### src/sv/fprl_pkg.sv
package fprl_pkg;

	// Defaults for the top-level parameters
	localparam int FRAMES_DEF    = 16;
	localparam int PAGE_BITS_DEF = 16;

	// Fixed field widths of the result
	localparam int OUT_FRAME_W = 4;
	localparam int OUT_PAGE_W  = 16;
	localparam int TOTAL_W     = 32;

	// Configuration port
	localparam int CFG_W     = 5;
	localparam int CFG_IDX_W = 1;
	localparam logic [CFG_IDX_W-1:0] REG_POLICY = 1'd0;
	localparam logic [CFG_IDX_W-1:0] REG_FRAMES = 1'd1;
	localparam logic [CFG_W-1:0] FRAMES_RST = 5'd16;

	localparam logic POLICY_FIFO = 1'b0;
	localparam logic POLICY_LRU  = 1'b1;

	localparam logic ACT_ACCESS = 1'b0;
	localparam logic ACT_CLEAR  = 1'b1;

	typedef enum logic [1:0] {
		B_IDLE,
		B_SEARCH,
		B_EVICT
	} back_state_t;

	// Head of the queue between front and back
	typedef struct packed {
		logic valid;
		logic clear;
	} q_head_t;

	function automatic logic [TOTAL_W-1:0] sat_inc(input logic [TOTAL_W-1:0] v);
		return (v == '1) ? v : v + TOTAL_W'(1);
	endfunction

endpackage

### src/sv/fifo_lru_page_replacement_unit.sv
// Fully associative page-frame tracker with FIFO or LRU replacement.
//
// Input: pulse start with action and page_number; the item is taken at the
// edge where start is high and busy is low. busy rises only when the
// two-entry queue between the front and the back is full.
// Result: one transfer per item, on the cycle done is high; the receiver
// cannot stall, so every result shows for exactly one cycle.
// Flow: an accepted item waits in the queue; the back then takes it, acts
// and registers the result together with done. A hit, a fill of a free
// frame or a clear is settled straight from idle; an eviction first walks
// the stamps one frame per cycle over the first n frames to find the
// oldest, n being frames_in_use held to 1 .. FRAMES, then writes the
// victim frame. While the back searches, the front still takes new items
// until the queue is full.
// Configuration: wr_en/wr_index/wr_data write policy_mode (index 0) and
// frames_in_use (index 1); write only while the block is idle.
// Reset: all frames empty, time and totals zero, FIFO policy, all frames
// in use. Frame contents and stamps are left as they are until written.
module fifo_lru_page_replacement_unit import fprl_pkg::*; #(
	parameter int FRAMES    = FRAMES_DEF,
	parameter int PAGE_BITS = PAGE_BITS_DEF
) (
	input  logic                   clk,
	input  logic                   arst_n,
	input  logic                   wr_en,
	input  logic [CFG_IDX_W-1:0]   wr_index,
	input  logic [CFG_W-1:0]       wr_data,
	input  logic                   start,
	output logic                   busy,
	input  logic                   action,
	input  logic [PAGE_BITS-1:0]   page_number,
	output logic                   done,
	output logic                   was_hit,
	output logic [OUT_FRAME_W-1:0] frame_used,
	output logic                   evicted_valid,
	output logic [OUT_PAGE_W-1:0]  evicted_page,
	output logic [TOTAL_W-1:0]     fault_total,
	output logic [TOTAL_W-1:0]     hit_total,
	output logic [TOTAL_W-1:0]     access_total
);

	logic                 policy_q;
	logic [CFG_W-1:0]     frames_q;
	q_head_t              head;
	logic [PAGE_BITS-1:0] head_page;
	logic                 pop;

	// Configuration registers; indexes beyond the list are dropped
	always_ff @(posedge clk or negedge arst_n) begin
		if (!arst_n) begin
			policy_q <= POLICY_FIFO;
			frames_q <= FRAMES_RST;
		end else if (wr_en) begin
			unique case (wr_index)
				REG_POLICY: policy_q <= wr_data[0];
				REG_FRAMES: frames_q <= wr_data;
				default: ;
			endcase
		end
	end

	// Front: accept, decode the action and hold the item in the queue
	fprl_front #(
		.PAGE_BITS(PAGE_BITS)
	) u_front (
		.clk        (clk),
		.arst_n     (arst_n),
		.start      (start),
		.action     (action),
		.page_number(page_number),
		.busy       (busy),
		.pop        (pop),
		.head       (head),
		.head_page  (head_page)
	);

	// Back: look up, pick a victim and update frames and totals
	fprl_back #(
		.FRAMES   (FRAMES),
		.PAGE_BITS(PAGE_BITS)
	) u_back (
		.clk          (clk),
		.arst_n       (arst_n),
		.policy_mode  (policy_q),
		.frames_in_use(frames_q),
		.head         (head),
		.head_page    (head_page),
		.pop          (pop),
		.done         (done),
		.was_hit      (was_hit),
		.frame_used   (frame_used),
		.evicted_valid(evicted_valid),
		.evicted_page (evicted_page),
		.fault_total  (fault_total),
		.hit_total    (hit_total),
		.access_total (access_total)
	);

	// A hit never evicts
	a_hit_no_evict: assert property (@(posedge clk) disable iff (!arst_n)
		done |-> !(was_hit && evicted_valid))
		else $error("hit result reports an eviction");

	// Hits and faults never outrun accesses
	a_totals_bounded: assert property (@(posedge clk) disable iff (!arst_n)
		done |-> (hit_total <= access_total) && (fault_total <= access_total))
		else $error("hit or fault total exceeds access total");

	// An eviction is always a fault
	a_evict_is_fault: assert property (@(posedge clk) disable iff (!arst_n)
		done && evicted_valid |-> fault_total != '0)
		else $error("eviction reported with zero faults");

	// The back only takes an item that the front holds
	a_pop_has_item: assert property (@(posedge clk) disable iff (!arst_n)
		pop |-> head.valid)
		else $error("queue popped while empty");

endmodule

### src/sv/fprl_front.sv
module fprl_front import fprl_pkg::*; #(
	parameter int PAGE_BITS = PAGE_BITS_DEF
) (
	input  logic                 clk,
	input  logic                 arst_n,
	input  logic                 start,
	input  logic                 action,
	input  logic [PAGE_BITS-1:0] page_number,
	output logic                 busy,
	input  logic                 pop,
	output q_head_t              head,
	output logic [PAGE_BITS-1:0] head_page
);

	// Two-entry queue of decoded items
	logic                 clear_q [2];
	logic [PAGE_BITS-1:0] page_q  [2];
	logic                 wr_ptr_q;
	logic                 rd_ptr_q;
	logic [1:0]           count_q;
	logic                 push;

	assign busy = (count_q == 2'd2);
	assign push = start && !busy;

	assign head.valid = (count_q != 2'd0);
	assign head.clear = clear_q[rd_ptr_q];
	assign head_page  = page_q[rd_ptr_q];

	always_ff @(posedge clk) begin
		if (push) begin
			clear_q[wr_ptr_q] <= (action == ACT_CLEAR);
			page_q[wr_ptr_q]  <= page_number;
		end
	end

	always_ff @(posedge clk or negedge arst_n) begin
		if (!arst_n) begin
			wr_ptr_q <= 1'b0;
			rd_ptr_q <= 1'b0;
			count_q  <= 2'd0;
		end else begin
			if (push)
				wr_ptr_q <= !wr_ptr_q;
			if (pop)
				rd_ptr_q <= !rd_ptr_q;
			if (push && !pop)
				count_q <= count_q + 2'd1;
			else if (pop && !push)
				count_q <= count_q - 2'd1;
		end
	end

endmodule

### src/sv/fprl_back.sv
module fprl_back import fprl_pkg::*; #(
	parameter int FRAMES    = FRAMES_DEF,
	parameter int PAGE_BITS = PAGE_BITS_DEF
) (
	input  logic                   clk,
	input  logic                   arst_n,
	input  logic                   policy_mode,
	input  logic [CFG_W-1:0]       frames_in_use,
	input  q_head_t                head,
	input  logic [PAGE_BITS-1:0]   head_page,
	output logic                   pop,
	output logic                   done,
	output logic                   was_hit,
	output logic [OUT_FRAME_W-1:0] frame_used,
	output logic                   evicted_valid,
	output logic [OUT_PAGE_W-1:0]  evicted_page,
	output logic [TOTAL_W-1:0]     fault_total,
	output logic [TOTAL_W-1:0]     hit_total,
	output logic [TOTAL_W-1:0]     access_total
);

	localparam int IDX_W = (FRAMES > 1) ? $clog2(FRAMES) : 1;
	localparam int N_W   = $clog2(FRAMES + 1);

	back_state_t state_q, state_d;

	logic [PAGE_BITS-1:0] frame_page_q [FRAMES];
	logic [TOTAL_W-1:0]   load_stamp_q [FRAMES];
	logic [TOTAL_W-1:0]   use_stamp_q  [FRAMES];
	logic [FRAMES-1:0]    valid_q;

	logic [TOTAL_W-1:0] time_q, fault_q, hit_q, access_q;
	logic [TOTAL_W-1:0] time_d, fault_d, hit_d, access_d;

	logic [PAGE_BITS-1:0] page_q;
	logic [IDX_W-1:0]     cnt_q;
	logic [IDX_W-1:0]     best_idx_q;
	logic [TOTAL_W-1:0]   best_q;

	logic [N_W-1:0]    n;
	logic [FRAMES-1:0] hit_vec, free_vec;
	logic [IDX_W-1:0]  hit_idx, free_idx;
	logic              hit_any, free_any;
	logic [TOTAL_W-1:0] stamp_first, stamp_cand;
	logic              last_step;

	logic do_clear, do_hit, do_fill, do_search, do_step, do_evict;
	logic              wr_en;
	logic [IDX_W-1:0]  wr_idx;
	logic [PAGE_BITS-1:0] wr_page;
	logic [TOTAL_W-1:0] wr_time;
	logic [IDX_W-1:0]  res_idx;

	logic                   done_q, was_hit_q, ev_valid_q;
	logic [OUT_FRAME_W-1:0] frame_used_q;
	logic [OUT_PAGE_W-1:0]  ev_page_q;
	logic [TOTAL_W-1:0]     fault_tot_q, hit_tot_q, access_tot_q;

	// Clamp the frame count to 1 .. FRAMES
	always_comb begin
		if (frames_in_use == '0)
			n = N_W'(1);
		else if (int'(frames_in_use) > FRAMES)
			n = N_W'(FRAMES);
		else
			n = N_W'(frames_in_use);
	end

	// Parallel tag compare and lowest-index pick
	always_comb begin
		hit_idx  = '0;
		free_idx = '0;
		for (int i = 0; i < FRAMES; i++) begin
			hit_vec[i]  = valid_q[i] && (frame_page_q[i] == head_page) && (N_W'(i) < n);
			free_vec[i] = !valid_q[i] && (N_W'(i) < n);
		end
		for (int i = FRAMES - 1; i >= 0; i--) begin
			if (hit_vec[i])
				hit_idx = IDX_W'(i);
			if (free_vec[i])
				free_idx = IDX_W'(i);
		end
		hit_any  = |hit_vec;
		free_any = |free_vec;
	end

	assign stamp_first = (policy_mode == POLICY_LRU) ? use_stamp_q[0] : load_stamp_q[0];
	assign stamp_cand  = (policy_mode == POLICY_LRU) ? use_stamp_q[cnt_q] : load_stamp_q[cnt_q];
	assign last_step   = (N_W'(cnt_q) == n - N_W'(1));

	always_comb begin
		state_d = state_q;
		unique case (state_q)
			B_IDLE: begin
				if (do_search)
					state_d = (n == N_W'(1)) ? B_EVICT : B_SEARCH;
			end
			B_SEARCH: begin
				if (last_step)
					state_d = B_EVICT;
			end
			B_EVICT: state_d = B_IDLE;
			default: state_d = B_IDLE;
		endcase
	end

	always_comb begin
		pop       = 1'b0;
		do_clear  = 1'b0;
		do_hit    = 1'b0;
		do_fill   = 1'b0;
		do_search = 1'b0;
		do_step   = 1'b0;
		do_evict  = 1'b0;
		unique case (state_q)
			B_IDLE: begin
				if (head.valid) begin
					pop = 1'b1;
					if (head.clear)
						do_clear = 1'b1;
					else if (hit_any)
						do_hit = 1'b1;
					else if (free_any)
						do_fill = 1'b1;
					else
						do_search = 1'b1;
				end
			end
			B_SEARCH: do_step  = 1'b1;
			B_EVICT:  do_evict = 1'b1;
			default: ;
		endcase

		time_d   = time_q;
		fault_d  = fault_q;
		hit_d    = hit_q;
		access_d = access_q;
		if (do_clear) begin
			time_d   = '0;
			fault_d  = '0;
			hit_d    = '0;
			access_d = '0;
		end
		if (do_hit || do_fill || do_search) begin
			time_d   = sat_inc(time_q);
			access_d = sat_inc(access_q);
		end
		if (do_hit)
			hit_d = sat_inc(hit_q);
		if (do_fill || do_evict)
			fault_d = sat_inc(fault_q);

		wr_en   = do_fill || do_evict;
		wr_idx  = do_evict ? best_idx_q : free_idx;
		wr_page = do_evict ? page_q : head_page;
		wr_time = time_d;

		if (do_hit)
			res_idx = hit_idx;
		else if (do_fill)
			res_idx = free_idx;
		else if (do_evict)
			res_idx = best_idx_q;
		else
			res_idx = '0;
	end

	// Frame store
	always_ff @(posedge clk) begin
		if (wr_en) begin
			frame_page_q[wr_idx] <= wr_page;
			load_stamp_q[wr_idx] <= wr_time;
			use_stamp_q[wr_idx]  <= wr_time;
		end else if (do_hit && policy_mode == POLICY_LRU) begin
			use_stamp_q[hit_idx] <= time_d;
		end
	end

	// Victim search and result payload
	always_ff @(posedge clk) begin
		if (do_search) begin
			page_q     <= head_page;
			best_q     <= stamp_first;
			best_idx_q <= '0;
			cnt_q      <= IDX_W'(1);
		end else if (do_step) begin
			if (stamp_cand < best_q) begin
				best_q     <= stamp_cand;
				best_idx_q <= cnt_q;
			end
			cnt_q <= cnt_q + IDX_W'(1);
		end
		if (do_clear || do_hit || do_fill || do_evict) begin
			was_hit_q    <= do_hit;
			frame_used_q <= OUT_FRAME_W'(res_idx);
			ev_valid_q   <= do_evict;
			ev_page_q    <= do_evict ? OUT_PAGE_W'(frame_page_q[best_idx_q]) : '0;
			fault_tot_q  <= fault_d;
			hit_tot_q    <= hit_d;
			access_tot_q <= access_d;
		end
	end

	always_ff @(posedge clk or negedge arst_n) begin
		if (!arst_n) begin
			state_q  <= B_IDLE;
			valid_q  <= '0;
			time_q   <= '0;
			fault_q  <= '0;
			hit_q    <= '0;
			access_q <= '0;
			done_q   <= 1'b0;
		end else begin
			state_q  <= state_d;
			time_q   <= time_d;
			fault_q  <= fault_d;
			hit_q    <= hit_d;
			access_q <= access_d;
			done_q   <= do_clear || do_hit || do_fill || do_evict;
			if (do_clear)
				valid_q <= '0;
			else if (wr_en)
				valid_q[wr_idx] <= 1'b1;
		end
	end

	assign done          = done_q;
	assign was_hit       = was_hit_q;
	assign frame_used    = frame_used_q;
	assign evicted_valid = ev_valid_q;
	assign evicted_page  = ev_page_q;
	assign fault_total   = fault_tot_q;
	assign hit_total     = hit_tot_q;
	assign access_total  = access_tot_q;

endmodule

### config.mk
export PLATFORM = sky130hd
export DESIGN_NAME = fifo_lru_page_replacement_unit
export DESIGN_NICKNAME = d
export VERILOG_FILES = /design/src/sv/fprl_pkg.sv /design/src/sv/fifo_lru_page_replacement_unit.sv /design/src/sv/fprl_front.sv /design/src/sv/fprl_back.sv
export SDC_FILE = /design/constraint.sdc
export NUM_CORES = 2
export LEC_CHECK = 0
export BUFFER_PORTS_ARGS = -buffer_cell sky130_fd_sc_hd__buf_2
export CELL_PAD_IN_SITES_DETAIL_PLACEMENT = 0
export CELL_PAD_IN_SITES_GLOBAL_PLACEMENT = 1
export CORE_ASPECT_RATIO = 1.1
export CORE_UTILIZATION = 39
export DETAILED_ROUTE_END_ITERATION = 7
export PLACE_DENSITY_LB_ADDON = 0.3
export SYNTH_ARGS = -nofsm -noshare
export SYNTH_HDL_FRONTEND = slang
export SYNTH_SLANG_ARGS = --single-unit
### constraint.sdc
create_clock -name clk -period 10.3 [get_ports clk]
set_clock_uncertainty 0.1 [all_clocks]
set_input_delay 3.09 -clock clk [delete_from_list [all_inputs] [get_ports clk]]
set_output_delay 3.09 -clock clk [all_outputs]
set_load 0.005 [all_outputs]
# After elaboration in Yosys (flattened, before gate mapping)
# Memories as Yosys holds them, arrays and structs flattened. A register that Yosys moved wholly into a read port is not among the register bits.
# Cells that the tools add are included.
# op_classes
add_sub_neg,8
n_lt_le_gt_ge,20
eq_ne,27
mux,101
bitwise,2
reduce_logical,96
# op_table
op,n
32-bit 2-to-1 mux,18
16-bit == test,16
4-bit 2-to-1 mux,41
"32-bit by 1-bit adder with 32-bit output, second input constant",4
"32-bit == test, second input constant",4
1-bit logical AND,53
16-bit 2-to-1 mux,3
"4-bit by 5-bit < comparator with 1-bit output, first input constant",8
32-bit < comparator,1
16-bit OR reduction,2
32-bit OR reduction,1
1-bit 2-to-1 mux,30
1-bit zero test,22
"3-bit by 5-bit < comparator with 1-bit output, first input constant",4
16-bit bitwise OR,1
"1-bit by 5-bit < comparator with 1-bit output, first input constant",2
"2-bit by 5-bit < comparator with 1-bit output, first input constant",2
2-bit 2-to-1 mux,5
5-bit 2-to-1 mux,2
2-bit AND reduction,5
2-bit nonzero test,5
1-bit logical OR,6
4-bit by 5-bit == test with 1-bit output,1
"5-bit by 1-bit == test with 1-bit output, second input constant",1
15 further kinds,17
# word_totals
register_bits,315
mem_bits_rw,1314
input_bits,27
word_cells,281
mem_count,5
# memory_table
memory,words,word_bits,rd,rd_clocked_by_memory_dff,wr,line_no,source
u_back.load_stamp_q,16,32,2,1,1,fprl_back.sv:28,logic [TOTAL_W-1:0] load_stamp_q [FRAMES];
u_back.use_stamp_q,16,32,2,1,1,fprl_back.sv:29,logic [TOTAL_W-1:0] use_stamp_q [FRAMES];
u_back.frame_page_q,16,16,17,1,1,fprl_back.sv:27,logic [PAGE_BITS-1:0] frame_page_q [FRAMES];
u_front.page_q,2,16,1,0,1,fprl_front.sv:17,logic [PAGE_BITS-1:0] page_q [2];
u_front.clear_q,2,1,1,0,1,fprl_front.sv:16,logic clear_q [2];

# Depth between registers and ports, before layout
# depth
depth_word,29
ltp_mapped,18
mapped_depth_nobuf,14

# Cells and area by module
# Synthesis repeated with hierarchy kept, for this count alone.
# hier_totals
cells_unflattened,3937
hier_area_um2,69723.1
# by_module_without_submodules
mod,n_inst,cells_per_inst,area_per_inst_um2,seq_area_each_um2
fprl_back,1,3851,68012.7,47340.4
fprl_front,1,72,1475.2,1121.1
fifo_lru_page_replacement_unit,1,14,235.2,151.4

# Least setup slack after synthesis
# Ideal clock, no wire load.
# synth_path
kind,register to register
startpoint,register u_front.rd_ptr_q
endpoint,memory u_back.frame_page_q[1][0] (netlist bit) (enable)
setup_ns,0.515
arrival_time_ns,5.820
required_ns,9.685
setup_slack_ns,3.865
path_stages_with_launch,14
path_buffers,5
cell_sequence,dfrtp_1 buf_6 buf_6 mux2i_1 buf_4 buf_6 xnor2_1 nand4b_1 o22ai_1 nor4bb_1 and3_1 buf_2 a31oi_1 nor3_1
# synth_via
elab_chain_len,12
word_cells_on_any_way,58
classes_between,16 x eq/ne; 6 x mux; 34 x reduce/logical; 2 x memory
# synth_rtl
element,line_no,source
start: declaration,fprl_front.sv:19,logic rd_ptr_q;
start signal: assignment,fprl_front.sv:46,rd_ptr_q <= !rd_ptr_q;
memory 2 x 16 bit,--,
16-bit == test,fprl_back.sv:74,hit_vec[i] = valid_q[i] && (frame_page_q[i] == head_page) && (N_W'(i) < n);
1-bit logical AND (2 in series),fprl_back.sv:74,
16-bit OR reduction,fprl_back.sv:83,hit_any = |hit_vec;
1-bit 2-to-1 mux,fprl_back.sv:121,else if (hit_any)
1-bit 2-to-1 mux (*),fprl_back.sv:119,if (head.clear)
1-bit 2-to-1 mux (*),fprl_back.sv:117,if (head.valid) begin
1-bit 2-to-1 mux (*),fprl_back.sv:115,unique case (state_q)
1-bit logical OR (*),fprl_back.sv:153,wr_en = do_fill || do_evict;
1-bit 2-to-1 mux (*),fprl_back.sv:170,if (wr_en) begin
1-bit 2-to-1 mux (implied by the code) (*),fprl_back.sv:171,frame_page_q[wr_idx] <= wr_page;
end: declaration,fprl_back.sv:27,
# Every way passes the cells marked *; elsewhere a longest branch is shown, timed or not.

==> summary.txt <==
Clock tree
  • Number of gates resized after cts: 0
  • Clock tree from TritonCTS: yes
  • Clock Path Buffers: 3
  • Clock insertion delay at the later pin of the skew report: 0.82 ns
  • Buffers inserted during post-CTS setup optimization: 0
  • Clock transition at the registers of the reported paths: approximately 0.060 ns
  • Hold buffer count at cts: 0
  • Clock root buffer: clkbuf_16
  • Clock buffers created by TritonCTS: roughly 170
  • Deepest level of the CTS H-tree: 4
  • Number of sinks handled by clock tree synthesis: 1649

Place
  • Final GP Congestion: approximately 0.88
  • DP HPWL: ~110000 um
  • Number of port buffers: 146

Worst setup path
  • Setup slack on the worst flop-to-flop path: approximately 3.4 ns
  • Worst Path Arrival: 7.39 ns
  • CP max stage delay: a little under 0.9 ns
  • Element type at the critical path end: register
  • Reg-to-reg endpoint: u_back.best_q[18]
  • Sort of element at the start of the critical path: register
  • Logic depth of the worst register-to-register path: 14
  • Largest driver fanout on the critical path: ~80
  • Critical setup path kind: reg -> reg
  • Data required time of the worst path: 10.75 ns
  • Chain of cells forming the critical path: buf_12 -> buf_12 -> mux4_2 -> mux4_2 -> mux2_2 -> ha_1 -> nand4_1 -> nor2_1 -> nand2_1 -> nor3_1 -> o21ai_0 -> o211ai_1 -> o21ai_4 -> buf_4
  • Crit path max-delay cell type: dfxtp_4

Yosys
  • Share of flip-flops with an asynchronous set or reset after synthesis: 0.0952
  • Leading cell types by total area after synthesis: edfxtp_1, mux4_2, dfrtp_1, xnor2_1, mux2i_1
  • Number of enable-type register cells in the synthesized netlist: between 1000 and 1500
  • Share of synthesized area occupied by flip-flops and latches: 0.701
  • Cells after Synth: approximately 4000
  • Post-synthesis instance area: roughly 69000 um2
  • Top-count cell post-synth: edfxtp_1
  • Library cell with the largest summed area after synthesis: edfxtp_1
  • Synthesized flop and latch total: roughly 1600
  • Fraction of post-synthesis cell area in the top cell type by area: 0.640
  • Post-synth top flop: edfxtp_1
  • Top post-synthesis cells by count: edfxtp_1, mux4_2, xnor2_1
  • Post-Synthesis Net Count: a little under 4000
  • Number of warnings printed during yosys synthesis: 0
  • Mean instance size in the synthesized netlist: 17.8 um2
  • Number of distinct library cells after synthesis: just under 80

Timing
  • Tmin final: about 6.9 ns
  • Unrepaired setup endpoints after global routing: no
  • Maximum clock frequency: approximately 0.14 GHz
  • Slew at the pin with the worst max-slew slack: around 1.3 ns
  • Final period utilization: 0.674
  • Number of hold violations in the final report: 0
  • Setup TNS: 0 ns
  • Fin. max-slew vios: 0
  • Slew margin rel.: 0.125
  • Number of setup violations in the final report: 0

Global routing
  • Global-route wire length before repair: about 270000 um
  • Number of antenna violations at the first check in global routing: 2
  • Total overflow reported by the global router: 0
  • Number of global-route vias before repair: roughly 38000
  • Total Routing Usage GR: 0.210
  • Maximum number of pins on one net before global-route repair: between 100 and 150

Final layout
  • Layout cell share with drive strength beyond 1: 0.246
  • Number of nets at the end of the flow: around 4200
  • Storage cell area: 48600 um2
  • Number of filler instances in the final layout: between 15000 and 20000
  • Growth of design area from synthesis to finish: 14.2%
  • Footprint of the multi-input gates: approximately 20000 um2

Drt
  • DRC errors left: 0
  • Via/cell ratio: roughly 5.7
  • Post-Route WL: about 190000 um
  • Number of vias after detailed routing: 38182
  • Number of detailed-routing iterations run before antenna repair: 5
  • DRT antenna net count: 0
  • Iteration-0 DRC count of the detailed router: 3958
  • Routed wire length per instance: 28.4 um

Floorplan
  • Die area: between 150000 and 200000 um2
  • Total I/O pin count: ~150
  • Starting density of the core: 0.392
  • Std-Cell Rows: approximately 160
  • Floorplan die height: between 400 and 500 um
  • Die Width: approximately 400 um
  • Core Footprint: approximately 180000 um2

Run
  • Number of maximum-capacitance constraint violations: 0

Worst hold path
  • Hold Path Origin: u_front.rd_ptr_q
  • Type of the most critical hold path: reg -> reg
  • Destination of the worst hold path: u_front.rd_ptr_q
  • Worst Hold Path Cells: 1

Outcome
  • Outcome: finished clean

Pwr
  • Leak pwr: between 0.02 and 0.025 uW
  • Overall power after layout: roughly 18000 uW
  • Worst IR drop on VDD: between 0.1 and 0.15 mV
  • P per Cell Area: 230 nW/um2
[layer usage]
metal	up-vias	part of all wire	GRT usage
met5	-	0	0
met4	0	0.026	0.0640
met3	287	0.056	0.0306
met2	1339	0.49	0.343
met1	20294	0.43	0.292
li1	16262	-	-
[report_power, final]
group          switching, uW  leakage [uW]  internal (uW)  total, uW
logic                   2370       0.00659           1170       3540
registers                284        0.0148           8190       8470
clock network           2630       0.00271           3570       6200
total                   5280        0.0241          12900      18200
[flip-flops by register name (all words and copies together) (netlist names), 2 cells and up, named ones only]
name	flops
frames_q	5
u_back.access_q	32
u_back.access_total	32
u_back.best_idx_q	4
u_back.best_q	32
u_back.cnt_q	4
u_back.evicted_page	16
u_back.fault_q	32
u_back.fault_total	32
u_back.frame_page_q	256
u_back.frame_used	4
u_back.hit_q	32
u_back.hit_total	32
u_back.load_stamp_q	512
u_back.page_q	16
u_back.state_q	2
u_back.time_q	32
u_back.use_stamp_q	512
u_back.valid_q	16
u_front.clear_q	2
u_front.count_q	2
u_front.page_q	32
[per-stage QoR]
stage	utilization	std cells	worst slack [ns]	instance area (um2)	hold slack, ns
2_1_floorplan	-	3909	3.87	69400	0.353
3_3_place_gp	0.416	6367	3.20	73600	0.362
3_5_place_dp	0.416	6367	3.17	73600	0.377
4_1_cts	0.448	6673	3.15	79200	0.385
5_1_grt	0.448	6673	2.94	79200	0.422
6_report	0.448	6674	3.36	79200	0.391
[worst max-delay path, delay by kind of cell (launching register included)]
kind | cells | cell delay [ns]
muxes | 3 | 1.42
buffers and inverters | 3 | 1.40
AOI/OAI and AO/OA | 3 | 1.29
and+or+nand+nor | 4 | 0.98
DFF | 1 | 0.89
adders and majority gates | 1 | 0.30
[final cells by class]
type,instances,share of cell area
Sequential cell,1649,0.614
Antenna cell,1,0.0000316
Inverter,72,0.00341
Timing Repair Buffer,260,0.0208
Clock inverter,109,0.0148
Clock buffer,197,0.0555
Tap cell,2378,0.0376
Multi-Input combinational cell,2008,0.254
[kinds of logic after synthesis]
family | count (synthesis) | share of synthesized area
DFF | 1649 | 0.701
and+or+nand+nor | 855 | 0.0640
muxes | 536 | 0.150
AOI/OAI and AO/OA | 312 | 0.0286
xor gates and xnor gates | 266 | 0.0336
buffers and inverters | 252 | 0.0161
adders and majority gates | 39 | 0.00703
[worst max path at each step]
stage,start,to,slack [ns],depth (start not counted)
2_1_floorplan,u_front.rd_ptr_q,u_back.frame_page_q[1][0],3.87,13
3_3_place_gp,register,u_back.best_q[26],3.20,14
3_5_place_dp,register,u_back.best_q[24],3.17,14
4_1_cts,register,u_back.best_q[18],3.15,14
5_1_grt,register,u_back.best_q[18],2.94,14
6_report,register,u_back.best_q[18],3.36,14
[cells in the final DEF, fill, tap and decap left out, types with 23 or more instances in the layout]
master and instances:
clkbuf_1 23, nor3_1 51, edfxtp_1 1480, clkbuf_16 170
nor4_1 107, clkinv_1 42, clkinv_2 27, a21oi_1 76
nand2_1 183, inv_1 71, nand3_1 113, o21ai_0 62
xnor2_1 251, nand4_1 62, o211ai_1 35, and2_1 30
mux2i_2 26, buf_2 145, and3_1 27, mux2_2 40
mux2i_1 69, dfrtp_1 155, nor2_1 131, o31ai_1 26
ha_1 39, buf_4 110, mux4_2 400
Note: power is estimated with default switching activity, not from simulation.
